`config.mk`:
```
export PLATFORM = sky130hd
export DESIGN_NAME = cpc_gain
export DESIGN_NICKNAME = d
export VERILOG_FILES = /design/src/sv/cpc_pkg.sv /design/src/sv/cpc_gain.sv
export SDC_FILE = /design/constraint.sdc
export NUM_CORES = 2
export LEC_CHECK = 0
export BUFFER_PORTS_ARGS = -buffer_cell sky130_fd_sc_hd__clkbuf_2
export CAP_MARGIN = 20
export CELL_PAD_IN_SITES_DETAIL_PLACEMENT = 1
export CELL_PAD_IN_SITES_GLOBAL_PLACEMENT = 1
export CORE_MARGIN = 1.5
export CORE_UTILIZATION = 25
export DETAILED_ROUTE_END_ITERATION = 6
export PLACE_DENSITY_LB_ADDON = 0.2
export SKIP_LAST_GASP = 1
export SYNTH_ARGS = -nofsm -noshare
export SYNTH_HDL_FRONTEND = slang
export SYNTH_SLANG_ARGS = --single-unit
```
`constraint.sdc`:
```
create_clock -name clk -period 4.14 [get_ports clk]
set_input_delay 0.828 -clock clk [delete_from_list [all_inputs] [get_ports clk]]
set_output_delay 0.828 -clock clk [all_outputs]
set_load 0.01 [all_outputs]
```
`src/sv/cpc_pkg.sv`:
```
// Shared types, constants and arctangent table for the polar/cartesian converter.
package cpc_pkg;

	localparam int DATA_WIDTH_DEF = 16;
	localparam int ITERATIONS_DEF = 16;
	localparam int IN_W           = 16;
	localparam int OUT_W          = 17;

	localparam logic MODE_R2P = 1'b0;
	localparam logic MODE_P2R = 1'b1;

	localparam logic [15:0] GAIN_HI   = 16'h9B74;
	localparam logic [15:0] GAIN_LO   = 16'hEDA8;
	localparam logic [31:0] HALF_TURN = 32'h8000_0000;
	localparam logic [31:0] PH_RND    = 32'h0000_8000;

	localparam logic [OUT_W-1:0] PH_NEG_HALF = 17'h18000;
	localparam logic [OUT_W-1:0] PH_POS_QTR  = 17'h04000;
	localparam logic [OUT_W-1:0] PH_NEG_QTR  = 17'h1C000;

	typedef struct packed {
		logic             mode;
		logic             cordic;
		logic [OUT_W-1:0] byp0;
		logic [OUT_W-1:0] byp1;
	} ctl_t;

	// atan(2^-i), 2^32 units per turn
	function automatic logic [31:0] cpc_atan(input int idx);
		logic [31:0] a;
		case (idx)
			0:  a = 32'h20000000;
			1:  a = 32'h12E4051E;
			2:  a = 32'h09FB385B;
			3:  a = 32'h051111D4;
			4:  a = 32'h028B0D43;
			5:  a = 32'h0145D7E1;
			6:  a = 32'h00A2F61E;
			7:  a = 32'h00517C55;
			8:  a = 32'h0028BE53;
			9:  a = 32'h00145F2F;
			10: a = 32'h000A2F98;
			11: a = 32'h000517CC;
			12: a = 32'h00028BE6;
			13: a = 32'h000145F3;
			14: a = 32'h0000A2FA;
			15: a = 32'h0000517D;
			16: a = 32'h000028BE;
			17: a = 32'h0000145F;
			18: a = 32'h00000A30;
			19: a = 32'h00000518;
			20: a = 32'h0000028C;
			21: a = 32'h00000146;
			22: a = 32'h000000A3;
			23: a = 32'h00000051;
			24: a = 32'h00000029;
			25: a = 32'h00000014;
			26: a = 32'h0000000A;
			27: a = 32'h00000005;
			28: a = 32'h00000003;
			29: a = 32'h00000001;
			30: a = 32'h00000001;
			default: a = 32'h00000000;
		endcase
		return a;
	endfunction

endpackage

```
`src/sv/cpc_gain.sv`:
```
// Gain correction, rounding, saturation and final result select.
module cpc_gain import cpc_pkg::*; #(
	parameter int DATA_WIDTH = DATA_WIDTH_DEF,
	parameter int W          = DATA_WIDTH + 11
) (
	input  logic                clk,
	input  logic                arst_n,
	input  logic                en,
	input  logic                valid_i,
	input  ctl_t                ctl_i,
	input  logic signed [W-1:0] x_i,
	input  logic signed [W-1:0] y_i,
	input  logic [31:0]         z_i,
	output logic                valid_o,
	output logic [OUT_W-1:0]    first_o,
	output logic [OUT_W-1:0]    second_o
);

	localparam int G  = DATA_WIDTH - 8;
	localparam int PW = W + 17;
	localparam int TW = PW + 1;
	localparam logic signed [TW-1:0] RND    = TW'(1) <<< (15 + G);
	localparam logic signed [TW-1:0] SAT_HI = TW'(65535);
	localparam logic signed [TW-1:0] SAT_LO = TW'(-65536);

	function automatic logic [OUT_W-1:0] sat(input logic signed [TW-1:0] v);
		logic [OUT_W-1:0] r;
		if (v > SAT_HI) begin
			r = 17'h0FFFF;
		end else if (v < SAT_LO) begin
			r = 17'h10000;
		end else begin
			r = v[OUT_W-1:0];
		end
		return r;
	endfunction

	logic signed [PW-1:0] xe, ye, k_hi, k_lo;
	logic [31:0]          z_rnd;
	logic                 valid_s1, valid_s2;
	ctl_t                 ctl_s1;
	logic signed [PW-1:0] xhi_s1, xlo_s1, yhi_s1, ylo_s1;
	logic [15:0]          ph_s1;
	logic signed [TW-1:0] tx, ty, rx, ry;
	logic [OUT_W-1:0]     first_s2, second_s2;

	assign xe    = PW'(x_i);
	assign ye    = PW'(y_i);
	assign k_hi  = PW'(GAIN_HI);
	assign k_lo  = PW'(GAIN_LO);
	assign z_rnd = z_i + PH_RND;

	always_ff @(posedge clk or negedge arst_n) begin
		if (!arst_n) begin
			valid_s1 <= 1'b0;
			valid_s2 <= 1'b0;
		end else if (en) begin
			valid_s1 <= valid_i;
			valid_s2 <= valid_s1;
		end
	end

	always_ff @(posedge clk) begin
		if (en) begin
			ctl_s1 <= ctl_i;
			xhi_s1 <= xe * k_hi;
			xlo_s1 <= xe * k_lo;
			yhi_s1 <= ye * k_hi;
			ylo_s1 <= ye * k_lo;
			ph_s1  <= z_rnd[31:16];
		end
	end

	assign tx = TW'(xhi_s1) + TW'(xlo_s1 >>> 16) + RND;
	assign ty = TW'(yhi_s1) + TW'(ylo_s1 >>> 16) + RND;
	assign rx = tx >>> (16 + G);
	assign ry = ty >>> (16 + G);

	always_ff @(posedge clk) begin
		if (en) begin
			if (!ctl_s1.cordic) begin
				first_s2  <= ctl_s1.byp0;
				second_s2 <= ctl_s1.byp1;
			end else if (ctl_s1.mode == MODE_R2P) begin
				first_s2  <= sat(rx);
				second_s2 <= {ph_s1[15], ph_s1};
			end else begin
				first_s2  <= sat(rx);
				second_s2 <= sat(ry);
			end
		end
	end

	assign valid_o  = valid_s2;
	assign first_o  = first_s2;
	assign second_o = second_s2;

endmodule

```
* Word-level counts from Yosys, hierarchy flattened *
Index checks and enable logic that the tools add are counted.

word-level totals
  output and inout port bits = 35
  bits in registers = 254
  logic and storage cells = 33
  input bits = 126

operators by class
  multipliers = 4
  add/subtract/negate cells = 5
  magnitude comparators = 4
  mux-type cells = 7

operator list
  cell                                                                             number
  17-bit two-way mux                                                               7
  44-bit by 28-bit adder with 45-bit output                                        2
  45-bit by 25-bit adder with 45-bit output (second input constant)                2
  27-bit by 15-bit multiplier with 42-bit output (second input constant)           2
  27-bit by 14-bit multiplier with 41-bit output (second input constant)           2
  21-bit by 17-bit > comparator with 1-bit output (second input constant)          2
  21-bit by 17-bit less-than comparator with 1-bit output (second input constant)  2
  32-bit by 16-bit adder with 32-bit output (second input constant)                1

* Depth between registers and ports, before layout *
  depth in word-level cells = 7
  depth in mapped cells = 24
  gate-level depth less buffers = 24

* Worst setup path after synthesis *
OpenSTA, ideal clock, no wires.

  path kind = in2reg
  start = input x_i[17]
  end = register xhi_s1[41] (data pin)
  required time = 3.960 ns
  path buffers = 0
  arrival time = 6.378 ns
  library setup time = 0.180 ns
  stages on the path = 22
  setup slack = -2.418 ns
  cell sequence = ha_1 -> inv_1 -> fa_1 -> fa_1 -> inv_1 -> fa_1 -> fa_1 -> inv_1 -> fa_1 -> inv_1 -> ha_1 -> a21o_1 -> a21o_1 -> a21o_1 -> a21o_1 -> a2111oi_2 -> o21ai_1 -> o211ai_2 -> a21oi_2 -> o41ai_2 -> or4b_1 -> o311ai_1

on the way
  cells in the longest elaborated chain, start to end = 1

RTL lines
  item                                            RTL line        source
  start, declared                                 cpc_gain.sv:11  input logic signed [W-1:0] x_i,
  27-bit by 15-bit multiplier with 42-bit output  cpc_gain.sv:66  xhi_s1 <= xe * k_hi;
  end signal, assigned                            cpc_gain.sv:66
  end, declared                                   cpc_gain.sv:42  logic signed [PW-1:0] xhi_s1, xlo_s1, yhi_s1, ylo_s1;

No other way between the ends.
A chain may end at the register's enable or synchronous reset.

* Worst setup path after layout *
  start = input x_i[7]
  end = register xhi_s1[41] (data pin)

The elaborated chain is that of the path after synthesis.

==> reports/summary.md <==
Critical path
• critical path start-end classification: in -> reg
• Worst setup EP type: flip-flop
• Crit Path Max Fanout: 4
• endpoint required time on the critical path: 4550 ps
• Critical Path Source Type: input pin
• CP arrival: 6470 ps
• Buf+Inv Stages, Crit Path: 6
• largest delay contributor family on the critical path: adder cells
• CP max stage delay: 520 ps
• Slowest-stage cell, CP: sky130_fd_sc_hd__fa_1
• most frequent cell on the critical path: sky130_fd_sc_hd__fa_1

Layout
• final antenna diode count: 0
• summed area of non-filler cells in the final layout: 56200 sq um
• fraction of final layout cells with drive strength greater than 1: 33.6%
• Nets: 6517
• P&R area growth vs syn: 39.4%

Floorplan
• Core Footprint: 160000 sq um
• Initial Utilization: 25.2%
• die height: 405 um
• die footprint: 164000 sq um
• # IOs: 161
• Chip Width: 405 um
• number of placement rows: 147

Timing
• Slew headroom: 35.8%
• RSZ-0062 raised after global routing: true
• number of setup violations in the final report: 138
• Clock Skews: 39.4 ps
• worst hold slack after final layout: 408 ps
• final period utilization: 146%
• Min Clock Period, post-route: 6060 ps
• Achievable Freq: 165 MHz
• transition at the pin with the smallest max-transition slack: 962 ps
• setup slack after layout: -1920 ps
• Hold Fails Final Rpt: 0
• final max-slew violation count: 0

Yosys
• main area contributors after synthesis: sky130_fd_sc_hd__fa_1, sky130_fd_sc_hd__ha_1, sky130_fd_sc_hd__edfxtp_1
• Ys Warns: 0
• Synthesized Nets: 5374
• leading cell type by number of instances after synthesis: sky130_fd_sc_hd__inv_1
• combined area of all synthesized cells: 40300 sq um
• mean instance size in the synthesized netlist: 10.3 sq um
• fraction of the yosys area taken by sequential cells: 16.6%
• count of mapped cells out of synthesis: 3919
• biggest area consumer among synthesized cells: sky130_fd_sc_hd__fa_1
• most instantiated cells after synthesis: sky130_fd_sc_hd__inv_1, sky130_fd_sc_hd__fa_1, sky130_fd_sc_hd__ha_1, sky130_fd_sc_hd__edfxtp_1, sky130_fd_sc_hd__a21oi_1
• Distinct cells, synth: 98
• top-area cell type share of the netlist area: 33.1%
• Main synth FF type: sky130_fd_sc_hd__edfxtp_1
• number of synthesized flops with an enable pin: 222
• flops & latches, synth: 224
• Async S/R FF share, synth: 0.893%

Routing
• detailed router's first-iteration violation count: 833
• DR vias/cell: 4.19
• post-detailed-routing wire length: 125 mm
• wire per inst: 17.2 um
• number of remaining DRC errors: 0
• total via count in the routed design: 30300
• router iterations before antenna repair: 7
• post-route antenna net violation count: 0

Run status
• run status: complete, but fails checks
• violated checks: negative setup slack

GRT
• global-route wire length before repair: 197 mm
• maximum number of pins on one net before global-route repair: 102
• via count of the first global-routing pass: 34800
• sum of overflow across all layers after global routing: 0
• number of antenna violations at the first check in global routing: 0
• Overall Global Routing Usage: 15.6%

Placed design
• port bufs: 145
• Routability Congestion: 0.812
• placement-stage worst setup slack: -2860 ps
• cell area reported after detailed placement: 51800 sq um
• detailed placer's ending HPWL: 111 mm

Clocking
• Sinks on Clock Net: 224
• clock buffers created by TritonCTS: 24
• CTS root buffer: sky130_fd_sc_hd__clkbuf_16
• clock tree from TritonCTS: done
• clock insertion delay at the later pin of the skew report: 600 ps
• largest buffer count on any clock path: 3
• clock input transition at the sequential cells of the worst setup and hold paths: 70 ps
• H-tree levels: 1

Hold path
• path type of the worst min-delay path: in -> reg

Flow run
• count of maximum capacitance violations: 0

registers in the layout (all words and copies together), names as in the netlist:
signal    flops
ylo_s1       29
ctl_s1       36
valid_s1      1
ph_s1        16
xlo_s1       29
xhi_s1       39
first_o      17
valid_o       1
yhi_s1       39
second_o     17
cells by family after synthesis:
family | synth area share, %
fa+ha+maj | 53.7
buf+inv | 11.3
compound gates | 8.99
simple gates | 5.08
flops | 16.6
xor+xnor | 4.21
mux | 0.105
placed cells by master (no fill, tap or decap), drive strengths merged, types with 84 or more instances in the layout:
| cell | Yosys | final |
|---|---|---|
| edfxtp | 222 | 222 |
| ha | 661 | 661 |
| fa | 668 | 668 |
| xnor2 | 110 | 110 |
| buf | 6 | 993 |
| nor2 | 130 | 130 |
| inv | 1189 | 1187 |
| xor2 | 84 | 84 |
| a21oi | 166 | 166 |
| nand2 | 110 | 110 |
| a21o | 97 | 97 |
| o21ai | 96 | 96 |
| clkbuf | 13 | 168 |
final cells by class:
class	instances	area, sq um
clock buffer	25	604
clock inverter	17	250
inverter	1189	4480
multi-input combinational	2486	32300
fill	18200	104000
timing repair buffer	1137	9180
tap	2160	2700
sequential	224	6720
worst reg2reg max path: cells and delay by family (launching register included):
kind	cells	cell delay, ps
buffers and inverters	1	190
AO/OA/AOI/OAI	8	2150
XOR/XNOR	1	190
adder cells (fa/ha/maj)	2	670
flip-flops	1	440
AND/OR/NAND/NOR	2	660
per-layer routing:
layer  vias up  wire (um)  GRT usage [%]
met5         -          0              0
met4         0       1140           1.36
met3        54       3490           1.99
met2       232      60900           27.1
met1     15400      59300           21.5
li1      14700          -              -
worst paths after layout:
path                       startpoint    endpoint  slack (ps)  depth (start not counted)
max                            x_i[7]  xhi_s1[41]       -1920                         25
min                          ctl_i[1]   ctl_s1[1]         410                          1
max reg2reg                xlo_s1[26]  first_o[2]        -300                         14
min reg2reg                  valid_s1     valid_o         510                          1
max in group asynchronous      arst_n    valid_s1        3470                          2
min in group asynchronous      arst_n     valid_o         570                          2
through the flow:
| step | instances | TNS (ps) | util, % |
|---|---|---|---|
| after detailed placement | 7070 | -255680 | 32.3 |
| final | 7238 | -167990 | 35.1 |
| after global routing | 7238 | -193680 | 35.1 |
| after CTS | 7191 | -158980 | 34.4 |
| after global placement | 7070 | -252130 | 32.3 |
| after floorplan | 3919 | -140450 | - |
timing repair:
| action | CTS | global route |
|---|---|---|
| pin swaps | 191 | 132 |
| setup endpoints to repair | 143 | 154 |
| setup buffers | 90 | 63 |
| hold endpoints to repair | 2 | 0 |
| gates resized for setup | 388 | 150 |
| hold buffers | 1 | 0 |
Power is not shown: default switching activity piles up to over one toggle a cycle in this logic, so the estimate is an artifact.
