File: src/sv/cpc_pkg.sv
// Shared types, constants and arctangent table for the polar/cartesian converter.
package cpc_pkg;

	localparam int DATA_WIDTH_DEF = 16;
	localparam int ITERATIONS_DEF = 16;
	localparam int IN_W           = 16;
	localparam int OUT_W          = 17;

	localparam logic MODE_R2P = 1'b0;
	localparam logic MODE_P2R = 1'b1;

	localparam logic [15:0] GAIN_HI   = 16'h9B74;
	localparam logic [15:0] GAIN_LO   = 16'hEDA8;
	localparam logic [31:0] HALF_TURN = 32'h8000_0000;
	localparam logic [31:0] PH_RND    = 32'h0000_8000;

	localparam logic [OUT_W-1:0] PH_NEG_HALF = 17'h18000;
	localparam logic [OUT_W-1:0] PH_POS_QTR  = 17'h04000;
	localparam logic [OUT_W-1:0] PH_NEG_QTR  = 17'h1C000;

	typedef struct packed {
		logic             mode;
		logic             cordic;
		logic [OUT_W-1:0] byp0;
		logic [OUT_W-1:0] byp1;
	} ctl_t;

	// atan(2^-i), 2^32 units per turn
	function automatic logic [31:0] cpc_atan(input int idx);
		logic [31:0] a;
		case (idx)
			0:  a = 32'h20000000;
			1:  a = 32'h12E4051E;
			2:  a = 32'h09FB385B;
			3:  a = 32'h051111D4;
			4:  a = 32'h028B0D43;
			5:  a = 32'h0145D7E1;
			6:  a = 32'h00A2F61E;
			7:  a = 32'h00517C55;
			8:  a = 32'h0028BE53;
			9:  a = 32'h00145F2F;
			10: a = 32'h000A2F98;
			11: a = 32'h000517CC;
			12: a = 32'h00028BE6;
			13: a = 32'h000145F3;
			14: a = 32'h0000A2FA;
			15: a = 32'h0000517D;
			16: a = 32'h000028BE;
			17: a = 32'h0000145F;
			18: a = 32'h00000A30;
			19: a = 32'h00000518;
			20: a = 32'h0000028C;
			21: a = 32'h00000146;
			22: a = 32'h000000A3;
			23: a = 32'h00000051;
			24: a = 32'h00000029;
			25: a = 32'h00000014;
			26: a = 32'h0000000A;
			27: a = 32'h00000005;
			28: a = 32'h00000003;
			29: a = 32'h00000001;
			30: a = 32'h00000001;
			default: a = 32'h00000000;
		endcase
		return a;
	endfunction

endpackage

File: src/sv/cpc_prep.sv
// Input decode: quadrant fold, guard-bit scaling and absent-component results.
module cpc_prep import cpc_pkg::*; #(
	parameter int DATA_WIDTH = DATA_WIDTH_DEF,
	parameter int W          = DATA_WIDTH + 11
) (
	input  logic                clk,
	input  logic                arst_n,
	input  logic                en,
	input  logic                valid_i,
	input  logic                mode,
	input  logic signed [15:0]  first_in,
	input  logic signed [15:0]  second_in,
	input  logic                first_present,
	input  logic                second_present,
	output logic                valid_o,
	output ctl_t                ctl_o,
	output logic signed [W-1:0] x_o,
	output logic signed [W-1:0] y_o,
	output logic [31:0]         z_o
);

	localparam int G = DATA_WIDTH - 8;

	logic signed [W-1:0] a_w, b_w, x_d, y_d;
	logic [31:0]         z_d;
	ctl_t                ctl_d;
	logic                valid_s1;
	ctl_t                ctl_s1;
	logic signed [W-1:0] x_s1, y_s1;
	logic [31:0]         z_s1;

	assign a_w = W'(first_in) <<< G;
	assign b_w = W'(second_in) <<< G;

	always_comb begin
		x_d = a_w;
		y_d = b_w;
		z_d = '0;
		if (mode == MODE_R2P) begin
			if (first_in[15]) begin
				x_d = -a_w;
				y_d = -b_w;
				z_d = HALF_TURN;
			end
		end else begin
			y_d = '0;
			z_d = {second_in, 16'h0000};
			// beyond +-90 degrees: turn by half a turn first
			if (second_in[15] ^ second_in[14]) begin
				x_d = -a_w;
				z_d = {~second_in[15], second_in[14:0], 16'h0000};
			end
		end
	end

	always_comb begin
		ctl_d.mode   = mode;
		ctl_d.cordic = first_present & second_present;
		ctl_d.byp0   = '0;
		ctl_d.byp1   = '0;
		if (mode == MODE_R2P) begin
			if (first_present && !second_present) begin
				ctl_d.byp0 = OUT_W'(first_in);
				ctl_d.byp1 = first_in[15] ? PH_NEG_HALF : '0;
			end else if (!first_present && second_present) begin
				ctl_d.byp0 = OUT_W'(second_in);
				if (second_in[15]) begin
					ctl_d.byp1 = PH_NEG_QTR;
				end else if (|second_in) begin
					ctl_d.byp1 = PH_POS_QTR;
				end
			end
		end else begin
			if (first_present && !second_present) begin
				ctl_d.byp0 = OUT_W'(first_in);
			end
		end
	end

	always_ff @(posedge clk or negedge arst_n) begin
		if (!arst_n) begin
			valid_s1 <= 1'b0;
		end else if (en) begin
			valid_s1 <= valid_i;
		end
	end

	always_ff @(posedge clk) begin
		if (en) begin
			ctl_s1 <= ctl_d;
			x_s1   <= x_d;
			y_s1   <= y_d;
			z_s1   <= z_d;
		end
	end

	assign valid_o = valid_s1;
	assign ctl_o   = ctl_s1;
	assign x_o     = x_s1;
	assign y_o     = y_s1;
	assign z_o     = z_s1;

endmodule

File: config.mk
export PLATFORM = sky130hd
export DESIGN_NAME = cpc_prep
export DESIGN_NICKNAME = d
export VERILOG_FILES = /design/src/sv/cpc_pkg.sv /design/src/sv/cpc_prep.sv
export SDC_FILE = /design/constraint.sdc
export NUM_CORES = 1
export LEC_CHECK = 0
export CELL_PAD_IN_SITES_DETAIL_PLACEMENT = 1
export CELL_PAD_IN_SITES_GLOBAL_PLACEMENT = 2
export CORE_MARGIN = 2
export CORE_UTILIZATION = 26
export DETAILED_ROUTE_END_ITERATION = 10
export DONT_BUFFER_PORTS = 1
export PLACE_DENSITY = 0.56
export SYNTH_ARGS = -nofsm -noshare
export SYNTH_HDL_FRONTEND = slang
export SYNTH_SLANG_ARGS = --single-unit
File: constraint.sdc
create_clock -name clk -period 1.2 [get_ports clk]
set_input_delay 0 -clock clk [delete_from_list [all_inputs] [get_ports clk]]
set_output_delay 0 -clock clk [all_outputs]
set_load 0.01 [all_outputs]
* After elaboration in Yosys (flattened, before gate mapping)
Index checks and enable logic that the tools add are counted.
Widths: inputs -> output; s select.
** Operators by class
- Add/sub/neg operators :: 2
- Multiplexer cells :: 14
- Bitwise logic cells :: 4
- Reductions and logical operators :: 6
** Operator list (number)
- $mux 27 :: 4
- $mux 32 :: 3
- $mux 17 :: 4
- $mux 34 :: 2
- $neg 24->27 :: 2
- $reduce_or 16->1 :: 1
- $mux 15 :: 1
- $logic_and 1x1->1 :: 2
- $logic_not 1->1 :: 2
- $not 1->1 :: 2
- $reduce_or 2->1 :: 1
- $and 1x1->1 :: 1
- $xor 1x1->1 :: 1
** Storage, ports and cells
- Flip-flop bits (word level) :: 123

* Longest topological paths before layout
Gate-level depths: netlist of the first run.
- Word-level depth :: 6
- Mapped depth :: 9
- Depth with buffers taken out :: 8

* Worst setup path after synthesis of the first run
No wires, ideal clock.
- Kind :: in2reg
- From :: in first_in[5]
- To :: reg x_s1[24] (netlist: x_o[24]) (data pin)
- Arrival time :: 1622 ps
- Slack :: -682 ps
- Cell stages on the path :: 7
- Cells stage by stage :: or4_4 > or3_1 > buf_2 > nor4_1 > ha_1 > a21oi_1 > mux2_2
** On the way
- Cells in the longest elaborated chain, start to end :: 3
- Elaborated cells on any way between the ends :: 4
- Those cells by class :: 1 x add/sub; 3 x mux
** Ends and longest elaborated chain
- start, declared :: line cpc_prep.sv:11 : input logic signed [15:0] first_in,
- $neg 24->27 (*) :: line cpc_prep.sv:41, cpc_prep.sv:50
- $mux 27 (on tied branches) :: line cpc_prep.sv:40, cpc_prep.sv:49
- $mux 27 (*) :: line cpc_prep.sv:39 : if (mode == MODE_R2P) begin
- net x_d[24] :: line cpc_prep.sv:24 : logic signed [W-1:0] a_w, b_w, x_d, y_d;
- end signal, assigned :: line cpc_prep.sv:91 : x_s1 <= x_d;
- end, declared :: line cpc_prep.sv:29 : logic signed [W-1:0] x_s1, y_s1;
Mark *: on every way through the listed nets, which the timed path passes. The rest lies on a longest branch.
A chain may end at the register's enable or synchronous reset.

* Worst setup path after layout of the first run
- From :: in first_in[5]
- To :: reg x_s1[23] (netlist: x_o[23]) (data pin)
Same word-level chain as after synthesis.

==> results of run 1 <==
-- through the flow --
step / std cells / power, W / instance area [um^2]
floorplan: 358 / 0.00403 / 4330
global placement: 496 / 0.00403 / 4260
detailed placement: 496 / 0.00403 / 4260
CTS: 555 / 0.00707 / 5080
global route: 556 / 0.00726 / 5160
finish: 556 / 0.00696 / 5160
-- per-layer routing --
layer	up-vias	share of wire, %
met5	-	0
met4	0	1.6
met3	12	7.6
met2	118	49
met1	1258	42
li1	1151	-
-- cells by family (layout without fill, tap and decap cells) --
family / Yosys count / in the layout
flops: 75 / 75
simple gates: 72 / 72
buf+inv: 72 / 86
compound gates: 48 / 48
xor+xnor: 27 / 27
mux: 10 / 10
fa+ha+maj: 8 / 8
other cells: 1 / 46
-- cells in the mapped netlist, types with 2 or more instances --
cell and n:
edfxtp_1 74, buf_4 48, nor2_1 21, and2_1 16
xnor2_1 16, a22o_1 15, clkbuf_1 12, xor2_1 11
ha_1 8, o21ai_0 8, o31ai_1 8, inv_1 7
a21oi_1 6, o41ai_1 6, mux2_2 5, mux2i_1 5
nor2b_1 5, or3_1 5, nand2_1 4, nand2b_1 4
nor4_1 4, or4_1 4, buf_1 3, or2_2 2
-- where the power goes --
part	leakage [nW]	switching (W)	total [W]	internal (W)
combinational	1.03	0.000402	0.000777	0.000375
clock	0.146	0.00113	0.00275	0.00162
sequential	0.727	0.000245	0.00343	0.00319
-- final timing paths --
| path | slack (ns) | endpoint |
|---|---|---|
| setup / recovery | -0.34 | x_o[23] |
| hold / removal | -0.23 | x_o[16] |
| setup reg to reg | 0.40 | valid_o |
| hold reg to reg | 0.59 | valid_o |
| max in group asynchronous | 0.69 | valid_o |
| min in group asynchronous | 0.41 | valid_o |
-- sequential cells by signal (all words and copies together) (netlist names) --
register / cells
ctl_o: 20
x_o: 19
y_o: 19
z_o: 16
valid_o: 1
-- cell type report --
type | count | share of cell area, %
clock buffer | 9 | 4.36
clock inverter | 7 | 1.50
inverter | 7 | 1.75
multi-input combinational | 211 | 32.5
sequential | 75 | 43.6
tap | 184 | 4.46
timing repair buffer | 63 | 11.9
-- repair_timing --
item / in CTS / in global routing
buffers inserted: 2 / 1
pin swaps: 4 / 5
endpoints found under the setup margin: 17 / 20
resized for setup: 16 / 14
endpoints found under the hold margin: 149 / 86
==> metrics.cfg, run 1 <==
[critical_path]
path_cells=or4_4 > or3_4 > nor3_2 > ha_1 > a21oi_1 > mux2_4
critPathMaxFanout=3
critPathKind=primary input to flop
crit_start=first_in[5]
cp-end-kind=flop
r2r.worst_path.cells=1
cpMaxStageDelayCell=or4_4
crit_cells=6
cp-start-kind=primary input
path_buf_inv=0
cpPeakStageDelay_ns=0.52
r2r-start=valid_o
critical_path_arrival_ns=1.63
cp_top_family=simple AND/OR/NAND/NOR gates
worstPathRequired_ns=1.30

[clocking]
cts_hold_buf=41
clk_pin_slew_ns=0.06
clockBufferDepth=2
cts-root-buf=clkbuf_16
cts_tree=yes
numCtsBuffers=9
h-tree-depth=3
clk_latency_ns=0.34
clock_sinks=75

[drt]
vias_per_cell=4.57
drt-total-wl_mm=11.6
first_pass_iters=4
drc=0
vias=2539
routedWlPerCell_um=20.9
drtIter0Drc=114
antenna_left=0

[floorplanning]
dieArea_mm2=0.0161
initial_core_util_pct=26.9
coreArea_mm2=0.0146
core.rowCount=44
die_w_um=127
fp.dieH_um=127
pin_count=162

[grt]
antenna_found_initial=0
overflow=0
grt_use_met3_pct=5.23
grt_max_degree=76
met1_usage_pct=17.6
first_global_vias=2692
top_usage_layer=met2
grt_pass1_wl_mm=17.0
grt_usage_pct=14.6
grt.met2_usage_pct=24.0

[placement]
finalWeightedCongestion=0.764
io_buffers=0
place_ws_ns=-0.818
hpwl_mm=7.51

[logic_synthesis]
synth_area_leaders=edfxtp_1 56%, buf_4 9.2%, xnor2_1 3.6%, a22o_1 3.3%, and2_1 2.5%
synth_mux_area_share_pct=2.70
post_synth.cell_area_avg_um2=12.6
seq_area_frac_synth_pct=57.1
synth_area_leader_cell=edfxtp_1
synth-simple-area-share_pct=10.4
synth_top_family_by_area=buffers and inverters
synth-seq-cells=75
synth_cells=313
synth_compound_area_share_pct=9.47
synth_fa_ha_area_share_pct=2.54
ys_types=40
synth_flop_cell=edfxtp_1
synthArstFlopShare_pct=1.33
synth_top_area_share_pct=56.5
netlist_area_mm2=0.00394
synthXorXnorAreaFrac_pct=6.01
synth_edf_count=74
ys_warn_count=0

[run_status]
violations=hold timing, setup timing
status=finished with violations

[timing]
setup_slack_ns=-0.337
fin_skew_ns=0
drv_slew=0
fin_crit_ns=1.54
setup_violations=17
final.period_utilization_pct=128
rsz0062_at_grt=yes
max_freq_mhz=651
hold_viol=89
hold_slack_ns=-0.235
setup_tns_ns=-2.19

[hold_path]
worstHoldStart=en
min_path_cells=0
hold_class=primary input to flop

[power]
p_leak_nw=1.90
irDropWorstVdd_mv=0.662
power.density_mw_per_mm2=1350

[final_layout]
multi_input_area_mm2=0.00168
drive_above_1_share_pct=23.1
fill_cells=1560
seq_area_mm2=0.00225
finish.utilization_pct=35.2
n_antenna_cell=0
final_cell_mix=74 x edfxtp_1, 46 x conb_1, 40 x dlygate4sd3_1
layout_commonest_cell=edfxtp_1
syn_to_final_growth_pct=31.1
fin_nets=414

[job]
cap_violations=0

Note: power is estimated with default switching activity, not from simulation.
==> run 2: changes to the inputs <==
--- a/config.mk
+++ b/config.mk
@@ -5,13 +5,13 @@
 export SDC_FILE = /design/constraint.sdc
 export NUM_CORES = 1
 export LEC_CHECK = 0
+export BUFFER_PORTS_ARGS = -buffer_cell sky130_fd_sc_hd__buf_2
 export CELL_PAD_IN_SITES_DETAIL_PLACEMENT = 1
 export CELL_PAD_IN_SITES_GLOBAL_PLACEMENT = 2
-export CORE_MARGIN = 2
+export CORE_MARGIN = 3
 export CORE_UTILIZATION = 26
 export DETAILED_ROUTE_END_ITERATION = 10
-export DONT_BUFFER_PORTS = 1
-export PLACE_DENSITY = 0.56
+export PLACE_DENSITY = 0.71
 export SYNTH_ARGS = -nofsm -noshare
 export SYNTH_HDL_FRONTEND = slang
 export SYNTH_SLANG_ARGS = --single-unit
==> run 2 against run 1 <==
  * The flow finishes with violations (setup timing)
  * Register-to-register slack better by 0.07 ns
  * Largest cell class unchanged
  * Critical path type unchanged
  * Sequential power down 5%
  * Routed wire length rose by 2.4%
  * Clock power down 13%
  * Fmax shrank 7.1%
  * Sequential share of layout area decreased by 6.0 points
==> metrics.cfg, run 2 (same netlist as run 1, synthesis figures left out) <==
[run_status]
status=finished with violations  ; unchanged
violations=setup timing  ; was hold timing, setup timing

[critical_path]
critPathMaxFanout=5  ; was 3
cp-end-kind=flop  ; unchanged
critPathKind=primary input to flop  ; unchanged
r2r.worst_path.cells=1  ; unchanged
cp-start-kind=primary input  ; unchanged
worstPathRequired_ns=1.28  ; was 1.30 ns
critical_path_arrival_ns=1.74  ; was 1.63 ns

[grt]
grt_usage_pct=14.0  ; was 14.6%
grt_pass1_wl_mm=17.5  ; was 17.0 mm
first_global_vias=3250  ; was 2692
overflow=0  ; unchanged
antenna_found_initial=1  ; was 0
grt_max_degree=40  ; was 76

[clocking]
clk_pin_slew_ns=0.06  ; about the same
h-tree-depth=3  ; unchanged
clock_sinks=75  ; unchanged
numCtsBuffers=9  ; unchanged
cts_tree=yes  ; unchanged
clockBufferDepth=2  ; unchanged
cts-root-buf=clkbuf_16  ; unchanged
clk_latency_ns=0.33  ; was 0.34 ns

[placement]
io_buffers=115  ; was 0
hpwl_mm=8.83  ; was 7.51 mm
finalWeightedCongestion=0.795  ; was 0.764
post-place-cells=658  ; was 496

[final_layout]
finish.utilization_pct=40.7  ; was 35.2%
fin_nets=550  ; was 414
drive_above_1_share_pct=50.9  ; was 23.1%
layout_commonest_cell=buf_2  ; was edfxtp_1
final_cell_mix=104 x buf_2, 74 x edfxtp_1, 63 x buf_4  ; was 74 x edfxtp_1, 46 x conb_1, 40 x dlygate4sd3_1
layout.cells.non_filler=691  ; was 556
largest_register_ffs=20  ; unchanged
syn_to_final_growth_pct=52.0  ; was 31.1%
n_antenna_cell=0  ; unchanged

[floorplanning]
initial_core_util_pct=26.8  ; was 26.9%
pin_count=162  ; unchanged
fp.dieH_um=129  ; was 127 um
core.rowCount=44  ; unchanged
die_w_um=129  ; was 127 um
coreArea_mm2=0.0147  ; was 0.0146 mm^2
dieArea_mm2=0.0167  ; was 0.0161 mm^2

[timing]
max_freq_mhz=604  ; was 651 MHz
fin_crit_ns=1.65  ; was 1.54 ns
setup_tns_ns=-4.49  ; was -2.19 ns
fin_skew_ns=0  ; unchanged
final.period_utilization_pct=138  ; was 128%
hold_slack_ns=0.0649  ; was -0.235 ns
hold_viol=0  ; was 89
setup_violations=22  ; was 17
rsz0062_at_grt=yes  ; unchanged
setup_slack_ns=-0.455  ; was -0.337 ns
drv_slew=0  ; unchanged

[drt]
vias_per_cell=4.45  ; was 4.57
first_pass_iters=4  ; unchanged
drtIter0Drc=126  ; was 114
drt-total-wl_mm=11.9  ; was 11.6 mm
routedWlPerCell_um=17.2  ; was 20.9 um
vias=3077  ; was 2539
drc=0  ; unchanged
antenna_left=0  ; unchanged

[power]
clkPwrFrac_pct=33.7  ; was 39.5%
p_sw_w=0.00190  ; was 0.00178 W
switching_share_pct=26.8  ; was 25.5%
power_frac_seq_pct=45.7  ; was 49.3%
p_int_w=0.00521  ; was 0.00519 W
combPwrFrac_pct=20.6  ; was 11.2%
irDropWorstVdd_mv=0.521  ; was 0.662 mV
power.density_mw_per_mm2=1190  ; was 1350 mW/mm^2
p_leak_nw=2.55  ; was 1.90 nW

[job]
cap_violations=0  ; unchanged

[hold_path]
hold_class=primary input to flop  ; unchanged
min_path_cells=3  ; was 0

run 2: cell types whose count changed in the layout (fill, tap and decap cells not counted), sizes merged:
cell / previous run / this run
bufinv: 1 / 0
buf: 23 / 193
dlygate4sd3: 40 / 6
clkinvlp: 1 / 2
inv: 6 / 5
run 2: area by class of cell:
| type | instances | area, um^2 |
|---|---|---|
| clock buffers | 9 | 225 |
| clock inverters | 6 | 33.8 |
| fillers | 1579 | 8720 |
| inverters | 7 | 68.8 |
| multi-input cells | 211 | 1760 |
| flip-flops and latches | 75 | 2250 |
| well taps | 184 | 230 |
| repair buffers | 199 | 1420 |
run 2: power groups by stage:
stage                     sequential [W]  clock, W  combinational, W
after floorplan                  0.00343         0          0.000600
after global placement           0.00330         0           0.00131
after detailed placement         0.00331         0           0.00134
after CTS                        0.00325   0.00248           0.00144
after global routing             0.00327   0.00257           0.00159
final                            0.00325   0.00240           0.00147
run 2: per-stage QoR:
| stage | instance area (um^2) | power [W] | setup WS [ns] |
|---|---|---|---|
| 2_1_floorplan | 4330 | 0.00403 | -0.673 |
| 3_3_place_gp | 5240 | 0.00461 | -0.878 |
| 3_5_place_dp | 5240 | 0.00464 | -1.03 |
| 4_1_cts | 5840 | 0.00717 | -0.455 |
| 5_1_grt | 5980 | 0.00743 | -0.507 |
| 6_report | 5980 | 0.00711 | -0.455 |
run 2: final timing paths:
| path | slack [ns] | to | startpoint |
|---|---|---|---|
| setup / recovery | -0.45 | x_o[24] | first_in[8] |
| hold / removal | 0.06 | ctl_o[24] | second_in[7] |
| setup reg to reg | 0.47 | valid_o | valid_o |
| hold reg to reg | 0.50 | valid_o | valid_o |
| max in group asynchronous | 0.60 | valid_o | arst_n |
| min in group asynchronous | 0.50 | valid_o | arst_n |
run 2: worst max-delay path: stages:
cell and delay, ns:
buf_6 0.09, or4_4 0.53, or3_4 0.46, nor4_4 0.16, ha_1 0.17, a21oi_2 0.06
mux2_4 0.26
run 2: what timing repair did:
| action | 4_1_cts | 5_1_grt |
|---|---|---|
| cloned | 0 | 0 |
| buffers inserted | 6 | 8 |
| endpoints found under the setup margin | 25 | 24 |
| gates resized for setup | 45 | 27 |
| hold endpoints to repair | 4 | 0 |
| pin swaps | 19 | 16 |
| hold buffers | 6 | 0 |
run 2: per-layer routing:
metal  wire (um)  up-vias  part of all wire (%)  GRT usage (%)
li1            -     1424                     -              -
met1        5030     1497                    42           17.0
met2        5740      135                    48           23.8
met3         861       19                   7.3           3.42
met4         240        2                   2.0           5.50
met5           7        -                 0.059              0
==> run 3: changes to the inputs <==
--- a/config.mk
+++ b/config.mk
@@ -5,7 +5,7 @@
 export SDC_FILE = /design/constraint.sdc
 export NUM_CORES = 1
 export LEC_CHECK = 0
-export BUFFER_PORTS_ARGS = -buffer_cell sky130_fd_sc_hd__buf_2
+export BUFFER_PORTS_ARGS = -buffer_cell sky130_fd_sc_hd__buf_4
 export CELL_PAD_IN_SITES_DETAIL_PLACEMENT = 1
 export CELL_PAD_IN_SITES_GLOBAL_PLACEMENT = 2
 export CORE_MARGIN = 3
==> run 3 against run 2 <==
  * The flow still finishes with violations (setup timing)
  * Combinational power is 9.5% higher
  * Power grew 9.5%
  * Sequential power about the same
  * Sequential share of layout area is 1.6 points lower
  * Worst hold slack got worse by 0.039 ns
  * Fmax decreased by 2.7%
  * Die area unchanged
  * Cell count shrank 0.87%
  * Highest routed layer is now met4
==> metrics.cfg, run 3 (same netlist as run 1, synthesis figures left out) <==
[run_status]
status=finished with violations  ; unchanged
violations=setup timing  ; unchanged

[placement]
hpwl_mm=9.10  ; was 8.83 mm
finalWeightedCongestion=0.782  ; was 0.795
io_buffers=115  ; unchanged
place_ws_ns=-0.927  ; was -1.03 ns

[critical_path]
cp-end-kind=flop  ; unchanged
critPathKind=primary input to flop  ; unchanged
cp-start-kind=primary input  ; unchanged
critical_path_arrival_ns=1.79  ; was 1.74 ns
critPathMaxFanout=5  ; unchanged
rrSetupSlack_ns=0.45  ; was 0.47 ns
worstPathRequired_ns=1.29  ; was 1.28 ns

[drt]
drt-total-wl_mm=12.2  ; was 11.9 mm
drc=0  ; unchanged
antenna_left=0  ; unchanged
routedWlPerCell_um=17.8  ; was 17.2 um
drtIter0Drc=145  ; was 126
vias_per_cell=4.38  ; was 4.45
first_pass_iters=4  ; unchanged
vias=3000  ; was 3077

[timing]
drv_slew=0  ; unchanged
hold_viol=0  ; unchanged
max_freq_mhz=588  ; was 604 MHz
setup_violations=22  ; unchanged
rsz0062_at_grt=yes  ; unchanged
final.period_utilization_pct=142  ; was 138%
fin_skew_ns=0  ; unchanged
fin_crit_ns=1.70  ; was 1.65 ns
setup_slack_ns=-0.500  ; was -0.455 ns

[clocking]
clock_sinks=75  ; unchanged
cts_tree=yes  ; unchanged
cts-root-buf=clkbuf_16  ; unchanged
numCtsBuffers=9  ; unchanged
h-tree-depth=3  ; unchanged
clk_pin_slew_ns=0.06  ; about the same
clk_latency_ns=0.33  ; about the same
clockBufferDepth=2  ; unchanged

[final_layout]
fin_nets=543  ; was 550
syn_to_final_growth_pct=58.7  ; was 52.0%
drive_above_1_share_pct=50.3  ; was 50.9%
layout_commonest_cell=buf_4  ; was buf_2
largest_register_ffs=20  ; unchanged
final_cell_mix=161 x buf_4, 74 x edfxtp_1, 46 x conb_1  ; was 104 x buf_2, 74 x edfxtp_1, 63 x buf_4
n_antenna_cell=0  ; unchanged

[power]
p_leak_nw=2.63  ; was 2.55 nW
power.density_mw_per_mm2=1250  ; was 1190 mW/mm^2
p_total_w=0.00779  ; was 0.00711 W
irDropWorstVdd_mv=0.904  ; was 0.521 mV

[floorplanning]
dieArea_mm2=0.0167  ; unchanged
fp.dieH_um=129  ; unchanged
die_w_um=129  ; unchanged
core.rowCount=44  ; unchanged
pin_count=162  ; unchanged
coreArea_mm2=0.0147  ; unchanged
initial_core_util_pct=26.8  ; unchanged

[grt]
first_global_vias=3238  ; was 3250
grt_max_degree=27  ; was 40
antenna_found_initial=0  ; was 1
grt_pass1_wl_mm=18.3  ; was 17.5 mm
grt_usage_pct=14.5  ; was 14.0%
overflow=0  ; unchanged

[hold_path]
hold_class=primary input to flop  ; unchanged

[job]
cap_violations=0  ; unchanged

run 3: metal layers:
layer | track usage [%] | part of all wire [%]
met3 | 3.87 | 7.6
met2 | 24.8 | 49
met5 | 0 | 0
met1 | 17.9 | 42
met4 | 4.88 | 1.3
run 3: final cells by class:
type,instances,area [um^2]
clock buffer,9,225
multi-input combinational,211,1770
sequential,75,2250
fill,1549,8450
tap,184,230
inverter,7,63.8
clock inverter,7,92.6
timing repair buffer,192,1610
run 3: power by group:
part	leakage [nW]	switching [W]	internal [W]
Combinational	1.75	0.000801	0.000808
Sequential	0.727	0.0000890	0.00317
Clock	0.149	0.00110	0.00181
Total	2.63	0.00199	0.00580
run 3: critical path, cell delays in order:
cell and delay (ns):
buf_6 0.09, or4_4 0.53, or3_4 0.42, nor4_4 0.24
ha_1 0.18, a21oi_2 0.06, mux2_4 0.26
run 3: worst paths after layout:
| check | startpoint | endpoint | depth (start not counted) |
|---|---|---|---|
| worst max register to register | valid_o | valid_o | 1 |
| worst min-delay path | second_in[2] | z_o[18] | 2 |
| max in group asynchronous | arst_n | valid_o | 3 |
| worst max-delay path | first_in[8] | x_o[26] | 7 |
| worst min register to register | valid_o | valid_o | 1 |
| min in group asynchronous | arst_n | valid_o | 3 |
run 3: timing repair:
item / CTS / global route
hold buffers: 6 / 0
pin swaps: 10 / 18
gates resized for setup: 40 / 28
hold endpoints to repair: 4 / 0
buffers inserted: 3 / 2
setup endpoints to repair: 25 / 25
run 3: through the flow:
| step | util (%) | setup TNS (ns) | cells | instance area, um^2 | hold slack, ns |
|---|---|---|---|---|---|
| after CTS | 41.6 | -4.39 | 685 | 6120 | 0.0224 |
| final | 42.5 | -4.25 | 685 | 6250 | 0.0259 |
| after detailed placement | 37.5 | -15.71 | 660 | 5520 | -0.223 |
| after floorplan | - | -7.74 | 358 | 4330 | -0.296 |
| after global placement | 37.5 | -15.29 | 660 | 5520 | -0.225 |
| after global routing | 42.5 | -5.16 | 685 | 6250 | 0.0318 |
